### config.mk
export PLATFORM = sky130hd
export DESIGN_NAME = bms_command_frame_encoder_core
export DESIGN_NICKNAME = d
export VERILOG_FILES = /design/src/rtl/bcfe_pkg.sv /design/src/rtl/bcfe_serializer.sv /design/src/rtl/bms_command_frame_encoder_core.sv
export SDC_FILE = /design/constraint.sdc
export NUM_CORES = 1
export LEC_CHECK = 0
export BUFFER_PORTS_ARGS = -buffer_cell sky130_fd_sc_hd__buf_4
export CELL_PAD_IN_SITES_DETAIL_PLACEMENT = 1
export CELL_PAD_IN_SITES_GLOBAL_PLACEMENT = 1
export CORE_ASPECT_RATIO = 0.8
export CORE_UTILIZATION = 50
export DETAILED_ROUTE_END_ITERATION = 8
export GPL_ROUTABILITY_DRIVEN = 0
export PLACE_DENSITY_LB_ADDON = 0.1
export SYNTH_ARGS = -nofsm -noshare
export SYNTH_HDL_FRONTEND = slang
export SYNTH_SLANG_ARGS = --single-unit
### constraint.sdc
create_clock -name clk_i -period 7.05 [get_ports clk_i]
set_input_delay 0.705 -clock clk_i [delete_from_list [all_inputs] [get_ports clk_i]]
set_output_delay 0.705 -clock clk_i [all_outputs]
set_load 0.03 [all_outputs]
### src/rtl/bcfe_pkg.sv
// Shared types, constants and frame helpers for the command frame encoder.
`default_nettype none

package bcfe_pkg;

  localparam int unsigned FrameBytesMax = 5;
  localparam int unsigned ByteCntW      = 3;

  localparam logic [15:0] CrcPoly = 16'hA001;
  localparam logic [15:0] CrcInit = 16'hFFFF;

  localparam logic [7:0] HdrSingle  = 8'h90;
  localparam logic [7:0] HdrStackW  = 8'hB0;
  localparam logic [7:0] HdrBcastW  = 8'hD0;
  localparam logic [7:0] HdrBcastRv = 8'hE0;
  localparam logic [7:0] HdrStackRd = 8'hA0;

  typedef enum logic [2:0] {
    ActSingleWrite = 3'd0,
    ActStackWrite  = 3'd1,
    ActBcastWrite  = 3'd2,
    ActBcastRev    = 3'd3,
    ActStackRead   = 3'd4
  } bcfe_action_e;

  typedef struct packed {
    logic [2:0]  action;
    logic [7:0]  device_id;
    logic [15:0] reg_addr;
    logic [7:0]  data_byte;
    logic [8:0]  read_length;
  } bcfe_cmd_t;

  typedef struct packed {
    logic [7:0] tx_byte;
    logic       last_byte;
  } bcfe_out_t;

  // Payload bytes left-aligned, first byte to send in the top byte.
  typedef struct packed {
    logic [8*FrameBytesMax-1:0] payload;
    logic [ByteCntW-1:0]        nbytes;
  } bcfe_frame_t;

  function automatic logic [15:0] crc_byte(input logic [15:0] crc_in, input logic [7:0] b);
    logic [15:0] c;
    c = crc_in ^ {8'h00, b};
    for (int k = 0; k < 8; k++) begin
      if (c[0]) begin
        c = (c >> 1) ^ CrcPoly;
      end else begin
        c = c >> 1;
      end
    end
    return c;
  endfunction

  function automatic bcfe_frame_t build_frame(input bcfe_cmd_t cmd);
    bcfe_frame_t f;
    logic [7:0]  tail;
    f.payload = '0;
    f.nbytes  = '0;
    tail = cmd.data_byte;
    case (cmd.action)
      ActSingleWrite: begin
        f.payload = {HdrSingle, cmd.device_id, cmd.reg_addr, tail};
        f.nbytes  = ByteCntW'(5);
      end
      ActStackWrite: begin
        f.payload = {HdrStackW, cmd.reg_addr, tail, 8'h00};
        f.nbytes  = ByteCntW'(4);
      end
      ActBcastWrite: begin
        f.payload = {HdrBcastW, cmd.reg_addr, tail, 8'h00};
        f.nbytes  = ByteCntW'(4);
      end
      ActBcastRev: begin
        f.payload = {HdrBcastRv, cmd.reg_addr, tail, 8'h00};
        f.nbytes  = ByteCntW'(4);
      end
      ActStackRead: begin
        // The length goes out as count minus one, wrapping a zero count to 0xFF.
        tail      = cmd.read_length[7:0] - 8'd1;
        f.payload = {HdrStackRd, cmd.reg_addr, tail, 8'h00};
        f.nbytes  = ByteCntW'(4);
      end
      default: begin
        f.payload = '0;
        f.nbytes  = '0;
      end
    endcase
    return f;
  endfunction

endpackage

`default_nettype wire

### src/rtl/bcfe_serializer.sv
// Byte serializer with running CRC-16 and an output register.
`default_nettype none

module bcfe_serializer
  import bcfe_pkg::*;
(
  input  wire logic        clk_i,
  input  wire logic        rst_ni,
  input  wire logic        load_valid_i,
  input  wire bcfe_frame_t frame_i,
  output logic             load_ready_o,
  output logic             out_valid_o,
  input  wire logic        out_stall_i,
  output bcfe_out_t        out_data_o
);

  logic [8*FrameBytesMax-1:0] sr_q, sr_d;
  logic [ByteCntW-1:0]        pay_q, pay_d;
  logic [1:0]                 crc_left_q, crc_left_d;
  logic [15:0]                crc_q, crc_d;
  logic                       out_valid_q, out_valid_d;
  bcfe_out_t                  out_q, out_d;
  logic                       advance;
  logic                       idle;
  logic                       final_step;

  assign idle       = (pay_q == '0) && (crc_left_q == 2'd0);
  assign advance    = !out_valid_q || !out_stall_i;
  assign final_step = advance && (pay_q == '0) && (crc_left_q == 2'd1);
  // A new frame loads while the previous CRC high byte moves out.
  assign load_ready_o = idle || final_step;

  always_comb begin
    sr_d        = sr_q;
    pay_d       = pay_q;
    crc_left_d  = crc_left_q;
    crc_d       = crc_q;
    out_valid_d = out_valid_q;
    out_d       = out_q;

    if (advance) begin
      if (pay_q != '0) begin
        out_d.tx_byte   = sr_q[8*FrameBytesMax-1 -: 8];
        out_d.last_byte = 1'b0;
        sr_d            = {sr_q[8*FrameBytesMax-9:0], 8'h00};
        crc_d           = crc_byte(crc_q, sr_q[8*FrameBytesMax-1 -: 8]);
        pay_d           = pay_q - ByteCntW'(1);
        out_valid_d     = 1'b1;
      end else if (crc_left_q == 2'd2) begin
        out_d.tx_byte   = crc_q[7:0];
        out_d.last_byte = 1'b0;
        crc_left_d      = 2'd1;
        out_valid_d     = 1'b1;
      end else if (crc_left_q == 2'd1) begin
        out_d.tx_byte   = crc_q[15:8];
        out_d.last_byte = 1'b1;
        crc_left_d      = 2'd0;
        out_valid_d     = 1'b1;
      end else begin
        out_valid_d = 1'b0;
      end
    end

    if (load_valid_i && load_ready_o) begin
      sr_d       = frame_i.payload;
      pay_d      = frame_i.nbytes;
      crc_d      = CrcInit;
      crc_left_d = (frame_i.nbytes != '0) ? 2'd2 : 2'd0;
    end
  end

  always_ff @(posedge clk_i or negedge rst_ni) begin
    if (!rst_ni) begin
      pay_q       <= '0;
      crc_left_q  <= 2'd0;
      out_valid_q <= 1'b0;
    end else begin
      pay_q       <= pay_d;
      crc_left_q  <= crc_left_d;
      out_valid_q <= out_valid_d;
    end
  end

  always_ff @(posedge clk_i) begin
    sr_q  <= sr_d;
    crc_q <= crc_d;
    out_q <= out_d;
  end

  assign out_valid_o = out_valid_q;
  assign out_data_o  = out_q;

endmodule

`default_nettype wire

### src/rtl/bms_command_frame_encoder_core.sv
// Top level of the command frame encoder: command register and frame serializer.
//
// Usage: a command item enters on in_valid_i/in_stall_o with in_data_i and
// leaves as a frame of bytes on out_valid_o/out_stall_i with out_data_o,
// one byte per item, last_byte marking the CRC high byte that ends a frame.
// Single-device writes give 7 bytes, other commands 6; unused action codes
// are taken and give no bytes.
// Path: for a command taken into an idle block, the first byte passes from
// the command register through the serializer's shift register to its
// output register. Throughput: one byte per cycle while out_stall_i is low;
// a command is held in the command register while the previous frame drains,
// and loads as its last byte moves out, so frames follow without gaps.
// Stall: while out_stall_i is high the output byte holds; once the command
// register is full and cannot load, in_stall_o rises.
// Reset: asynchronous, clears the command register and any partly sent
// frame; no clearing pass is needed.
`default_nettype none

module bms_command_frame_encoder_core
  import bcfe_pkg::*;
(
  input  wire logic      clk_i,
  input  wire logic      rst_ni,
  input  wire logic      in_valid_i,
  output logic           in_stall_o,
  input  wire bcfe_cmd_t in_data_i,
  output logic           out_valid_o,
  input  wire logic      out_stall_i,
  output bcfe_out_t      out_data_o
);

  logic        cmd_valid_q, cmd_valid_d;
  bcfe_cmd_t   cmd_q;
  bcfe_frame_t frame;
  logic        load_ready;
  logic        accept;

  assign in_stall_o = cmd_valid_q && !load_ready;
  assign accept     = in_valid_i && !in_stall_o;
  assign frame      = build_frame(cmd_q);

  always_comb begin
    cmd_valid_d = cmd_valid_q;
    if (accept) begin
      cmd_valid_d = 1'b1;
    end else if (cmd_valid_q && load_ready) begin
      cmd_valid_d = 1'b0;
    end
  end

  always_ff @(posedge clk_i or negedge rst_ni) begin
    if (!rst_ni) begin
      cmd_valid_q <= 1'b0;
    end else begin
      cmd_valid_q <= cmd_valid_d;
    end
  end

  always_ff @(posedge clk_i) begin
    if (accept) begin
      cmd_q <= in_data_i;
    end
  end

  bcfe_serializer u_serializer (
    .clk_i        (clk_i),
    .rst_ni       (rst_ni),
    .load_valid_i (cmd_valid_q),
    .frame_i      (frame),
    .load_ready_o (load_ready),
    .out_valid_o  (out_valid_o),
    .out_stall_i  (out_stall_i),
    .out_data_o   (out_data_o)
  );

endmodule

`default_nettype wire

Word level (Yosys, flattened, before mapping)
Index checks and enable logic that the tools add are counted.

Register bits: 115. Output and inout port bits: 11. Logic and storage cells: 101. Bits of input ports: 48.

Bitwise gates (word level): 9. Muxes and demuxes: 43. Reduce and logical (&&, ||, !) cells: 27. $add $sub $neg: 2. Equal/unequal tests: 7.

Operator list (count): 2-to-1 mux 16 bit (22); case mux 43 bit (5 select lines) (1); 2-to-1 mux 40 bit (3); 2-to-1 mux 9 bit (3); inverter 2 -> 3 bit (8); XOR 16 x 8 -> 16 bit (1); 2-to-1 mux 2 bit (6); nonzero test 3 bit (4); 2-to-1 mux 3 bit (3); subtractor 8 x 1 -> 8 bit, second input constant (1); == test 3 x 2 -> 1 bit, second input constant (2); logical AND 1 bit (6); zero test 3 bit (2); AND reduction 2 bit (3); nonzero test 2 bit (3); 2-to-1 mux 1 bit (5); zero test 1 bit (4); == test 3 x 1 -> 1 bit, second input constant (1); == test 3 bit, second input constant (1); AND reduction 3 bit (1); subtractor 3 x 1 -> 3 bit, second input constant (1); == test 2 x 1 -> 1 bit, second input constant (1); == test 2 bit, second input constant (1); zero test 2 bit (1); other kinds (3) (4).

Depth between registers and ports, before layout
Depth after elaboration: 31. Depth in mapped cells: 8. Depth with buffers taken out: 7.

By module
A second synthesis with hierarchy kept.

Cells, all modules: 479. Area, all modules: 5295.1 sq um.

Modules (own cells, without submodules): bcfe_serializer (instances 1, seq. area each 1941.9 sq um, area an instance 3174.3 sq um, cells an instance 308); bms_command_frame_encoder_core (instances 1, seq. area each 1316.3 sq um, area an instance 2120.8 sq um, cells an instance 171).

Worst setup path before layout
Ideal clock, no wire load.

Path type: input to register. From: input out_stall_i. To: register u_serializer.sr_q[0], enable pin. Data arrival time: 2474 ps. Library setup time: 530 ps. Buffers on the path: 2. Slack: 4046 ps. Required time: 6520 ps. Cell stages on the path: 6. Cells stage by stage: nand2_1 > a21oi_1 > or3_1 > clkbuf_1 > buf_1 > nand2_1.

Longest elaborated chain between the ends: 8. Elaborated cells between the ends (all ways): 9. Those cells by class: reduce/logical: 9.

RTL lines: start: declaration (RTL line bms_command_frame_encoder_core.sv:28) `input wire logic out_stall_i,`; zero test 1 bit (*) (RTL line bcfe_serializer.sv:28) `assign advance = !out_valid_q || !out_stall_i;`; logical OR 1 bit (*) (RTL line bcfe_serializer.sv:28); logical AND 1 bit (2 in a row) (RTL line bcfe_serializer.sv:29) `assign final_step = advance && (pay_q == '0) && (crc_left_q == 2'd1);`; logical OR 1 bit (RTL line bcfe_serializer.sv:31) `assign load_ready_o = idle || final_step;`; logical AND 1 bit (RTL line bcfe_serializer.sv:64) `if (load_valid_i && load_ready_o) begin`; nonzero test 2 bit (no source line); AND reduction 2 bit (no source line) (*); end signal: assignment (RTL line bcfe_serializer.sv:85) `sr_q <= sr_d;`; end: declaration (RTL line bcfe_serializer.sv:17) `logic [8*FrameBytesMax-1:0] sr_q, sr_d;`.

Mark *: on every way between the ends. The rest lies on a longest branch, timed or not. A chain may end at the register's enable or synchronous reset.

Worst setup path in the final report
From: register u_serializer.pay_q[0]. To: register u_serializer.sr_q[30], enable pin.

Longest elaborated chain between the ends: 7. Elaborated cells between the ends (all ways): 10. Those cells by class: reduce/logical: 10.

RTL lines: start: declaration (RTL line bcfe_serializer.sv:18) `logic [ByteCntW-1:0] pay_q, pay_d;`; start signal: assignment (RTL line bcfe_serializer.sv:78) `pay_q <= pay_d;`; zero test 3 bit (RTL line bcfe_serializer.sv:27, bcfe_serializer.sv:29); logical AND 1 bit (2 in a row) (RTL line bcfe_serializer.sv:29); logical OR 1 bit (RTL line bcfe_serializer.sv:31); logical AND 1 bit (RTL line bcfe_serializer.sv:64); nonzero test 2 bit (no source line); AND reduction 2 bit (no source line) (*).

Marked as above.

==> results.py <==
metrics = {
    "timing": {
        "max-slew-margin-rel_pct": 32.98,
        "worstMarginPinSlew_ps": 1005,
        "hold_viol": 0,
        "slew_violations": 0,
        "finClkSkew_ps": 10.74,
        "min_period_ps": 3190,
        "tns_ps": 0,
        "finalCritPeriodShare_pct": 45.24,
        "rsz0062_at_grt": "no",
        "layout_setup_ws_ps": 3860,
        "setup_viol": 0,
        "fmax_ghz": 0.3135,
    },
    "global_routing": {
        "antenna_found_initial": 0,
        "grt.overflow.total": 0,
        "use_met2_pct": 41.82,
        "use_met1_pct": 33.61,
        "grt_pass1_vias": 3899,
        "grt_use_met3_pct": 7.403,
        "grt_pass1_wl_mm": 19.99,
        "grt_util_all_layers_pct": 25.98,
        "grt_max_degree": 64,
        "gr-max-usage-layer": "met2",
    },
    "drt": {
        "firstDrtPassIters": 4,
        "first_iter_violations": 280,
        "ant_nets": 0,
        "wl_mm": 12.18,
        "vias": 3604,
        "wl_per_cell_um": 18.51,
        "routed_via_density": 5.477,
        "drc": 0,
    },
    "worst_setup_path": {
        "r2r_slack_ps": 3860,
        "worst-path-max-fanout": 63,
        "worstSetupEndpointType": "register",
        "critPathRequiredTime_ps": 7100,
        "cp.arrival_ps": 3240,
        "cp-start-kind": "register",
        "worstSetupPathType": "reg -> reg",
    },
    "yosys": {
        "ys_seq_area_share_pct": 64.15,
        "ys_types": 35,
        "postSynthAreaPerCell_um2": 11.19,
        "synth_edf_count": 92,
        "synth_flop_cell": "edfxtp_1",
        "synth_seq_cells": 115,
        "synth_top_area_cell": "edfxtp_1",
        "synthArstFlopShare_pct": 6.087,
        "syn_nets": 508,
        "synth_area_leaders": "edfxtp_1 54%, nand2_1 6.4%, dfxtp_1 6.3%, a21oi_1 4.9%, o21ai_0 3.9%",
        "synth_top_area_share_pct": 54.40,
        "netlist_instances": 454,
        "synth-warning-count": 0,
        "syn_area_um2": 5079,
    },
    "floorplan": {
        "io_pins": 59,
        "fp-row-count": 32,
        "start_util_pct": 51.99,
        "chipHeight_um": 92.14,
        "core_region_area_um2": 9769,
        "die-area_um2": 10570,
        "die_w_um": 114.7,
    },
    "power": {
        "netSwitchingPower_mw": 1.183,
        "p_leak_nw": 2.435,
        "intPower_mw": 2.269,
        "powerDensity_nw_per_um2": 552.4,
        "peakVddDrop_v": 0.0004591,
        "switching_share_pct": 34.28,
        "clock_power_share_pct": 26.4,
        "p_comb_share_pct": 37.3,
        "p_total_mw": 3.452,
        "seqPwrFrac_pct": 36.3,
    },
    "final_layout": {
        "drive_above_1_share_pct": 18.77,
        "design_area_um2": 6250,
        "antenna-diode-count": 0,
        "nNetsFinal": 563,
        "area_growth_pct": 23.06,
        "final_cells": 658,
    },
    "place": {
        "place_hpwl_mm": 7.530,
        "place_ws_ps": 3866,
        "io_buffers": 57,
        "dpl.cell_count": 626,
        "placed_cell_area_um2": 5620,
    },
    "clock_network": {
        "postCtsHoldBufs": 0,
        "htree_levels": 4,
        "clk_path_buf_depth": 2,
        "cts_buffers": 17,
        "tritoncts": "built",
        "clock_sinks": 115,
        "post_cts_resized": 0,
        "post_cts_buffers": 0,
        "path_clk_slew_ps": 50,
        "clock-root-buffer": "clkbuf_16",
        "insertion_delay_ps": 410,
    },
    "run_status": {
        "status": "completed",
    },
    "job": {
        "maxCapViolations": 0,
    },
    "hold_path": {
        "worstHoldPathType": "in -> async",
    },
}
==> sequential cells by signal (all words and copies together), names as in the netlist <==
register / count
u_serializer.pay_q: 3
u_serializer.out_valid_o: 1
cmd_q: 43
u_serializer.crc_left_q: 2
u_serializer.crc_q: 16
cmd_valid_q: 1
u_serializer.sr_q: 40
u_serializer.out_data_o: 9
==> cells in the final DEF, fill, tap and decap left out, types with 2 or more instances in the layout <==
cell         n
dfxtp_1     16
or4_1        2
o21ai_0     40
edfxtp_1    92
mux2i_1      8
nor2_1      26
clkinvlp_4   3
dfrtp_1      7
a31oi_1     17
ha_1         6
and2_1      13
nand2b_1     2
xnor2_1     17
clkbuf_1     3
clkbuf_8     3
nand2_1     87
inv_1       10
bufinv_16    4
nor3_2       2
a21oi_1     50
clkbuf_16   17
a21o_1       2
buf_4       62
nor3_1       8
xor2_1       6
or3_1        2
==> cell families (layout without fill, tap and decap cells) <==
kind of cell / after synthesis / after routing / share of synthesized area [%]
xor+xnor: 26 / 26 / 5.198
buf+inv: 36 / 104 / 2.661
mux: 9 / 9 / 1.799
flops: 115 / 115 / 64.15
simple gates: 147 / 147 / 12.47
compound gates: 115 / 115 / 12.24
fa+ha+maj: 6 / 6 / 1.478
==> worst max-delay path: stages, from the launching register on <==
cell and delay, ps:
dfrtp_1 360, inv_1 130, ha_1 200, nand2b_1 450
or3_1 500, buf_4 310, nand2_1 390, buf_4 470
==> layer usage <==
| metal | up-vias | routed length (µm) |
|---|---|---|
| met1 | 1777 | 5428 |
| met5 | - | 0 |
| met2 | 92 | 6061 |
| met4 | 0 | 164 |
| met3 | 14 | 522 |
| li1 | 1721 | - |
==> power groups by stage <==
stage	Clock (mW)	Sequential [mW]	Combinational (mW)
global route	0.945	1.29	1.42
global placement	0	1.24	1.21
CTS	0.922	1.25	1.29
finish	0.911	1.25	1.29
floorplan	0	1.27	0.909
detailed placement	0	1.26	1.26
==> synthesized netlist by cell type, types with 7 or more instances <==
| library cell | n |
|---|---|
| nor2_1 | 27 |
| nor3_1 | 8 |
| inv_1 | 10 |
| and2_1 | 14 |
| xnor2_1 | 17 |
| nand2_1 | 87 |
| o21ai_0 | 40 |
| dfxtp_1 | 16 |
| edfxtp_1 | 92 |
| dfrtp_1 | 7 |
| a21oi_1 | 50 |
| a31oi_1 | 17 |
| mux2i_1 | 8 |
| clkbuf_1 | 23 |
==> metrics by stage <==
| step | hold WS (ps) | utilization (%) |
|---|---|---|
| after floorplan | 409.4 | - |
| after global placement | 472.7 | 57.53 |
| after detailed placement | 502.0 | 57.53 |
| after CTS | 88.95 | 63.97 |
| after global routing | 91.64 | 63.97 |
| final | 100.2 | 63.97 |
==> final timing paths <==
path	from	end	cells past startpoint
setup / recovery	u_serializer.pay_q[0]	u_serializer.sr_q[30]	7
hold / removal	rst_ni	u_serializer.pay_q[1]	1
setup reg to reg	u_serializer.pay_q[0]	u_serializer.sr_q[30]	7
hold reg to reg	u_serializer.pay_q[2]	u_serializer.pay_q[2]	1
max in group asynchronous	rst_ni	u_serializer.crc_left_q[0]	1
min in group clk_i	in_data_i[23]	cmd_q[23]	1
==> cell type report <==
class,instances,area [µm²]
timing repair buffer,62,465.4
multi-input combinational,303,1689
sequential,115,3258
tap,136,170.2
inverter,10,37.54
clock inverter,9,151.4
clock buffer,23,478.0
fill,1013,3520
Note: power is estimated with default switching activity, not from simulation.
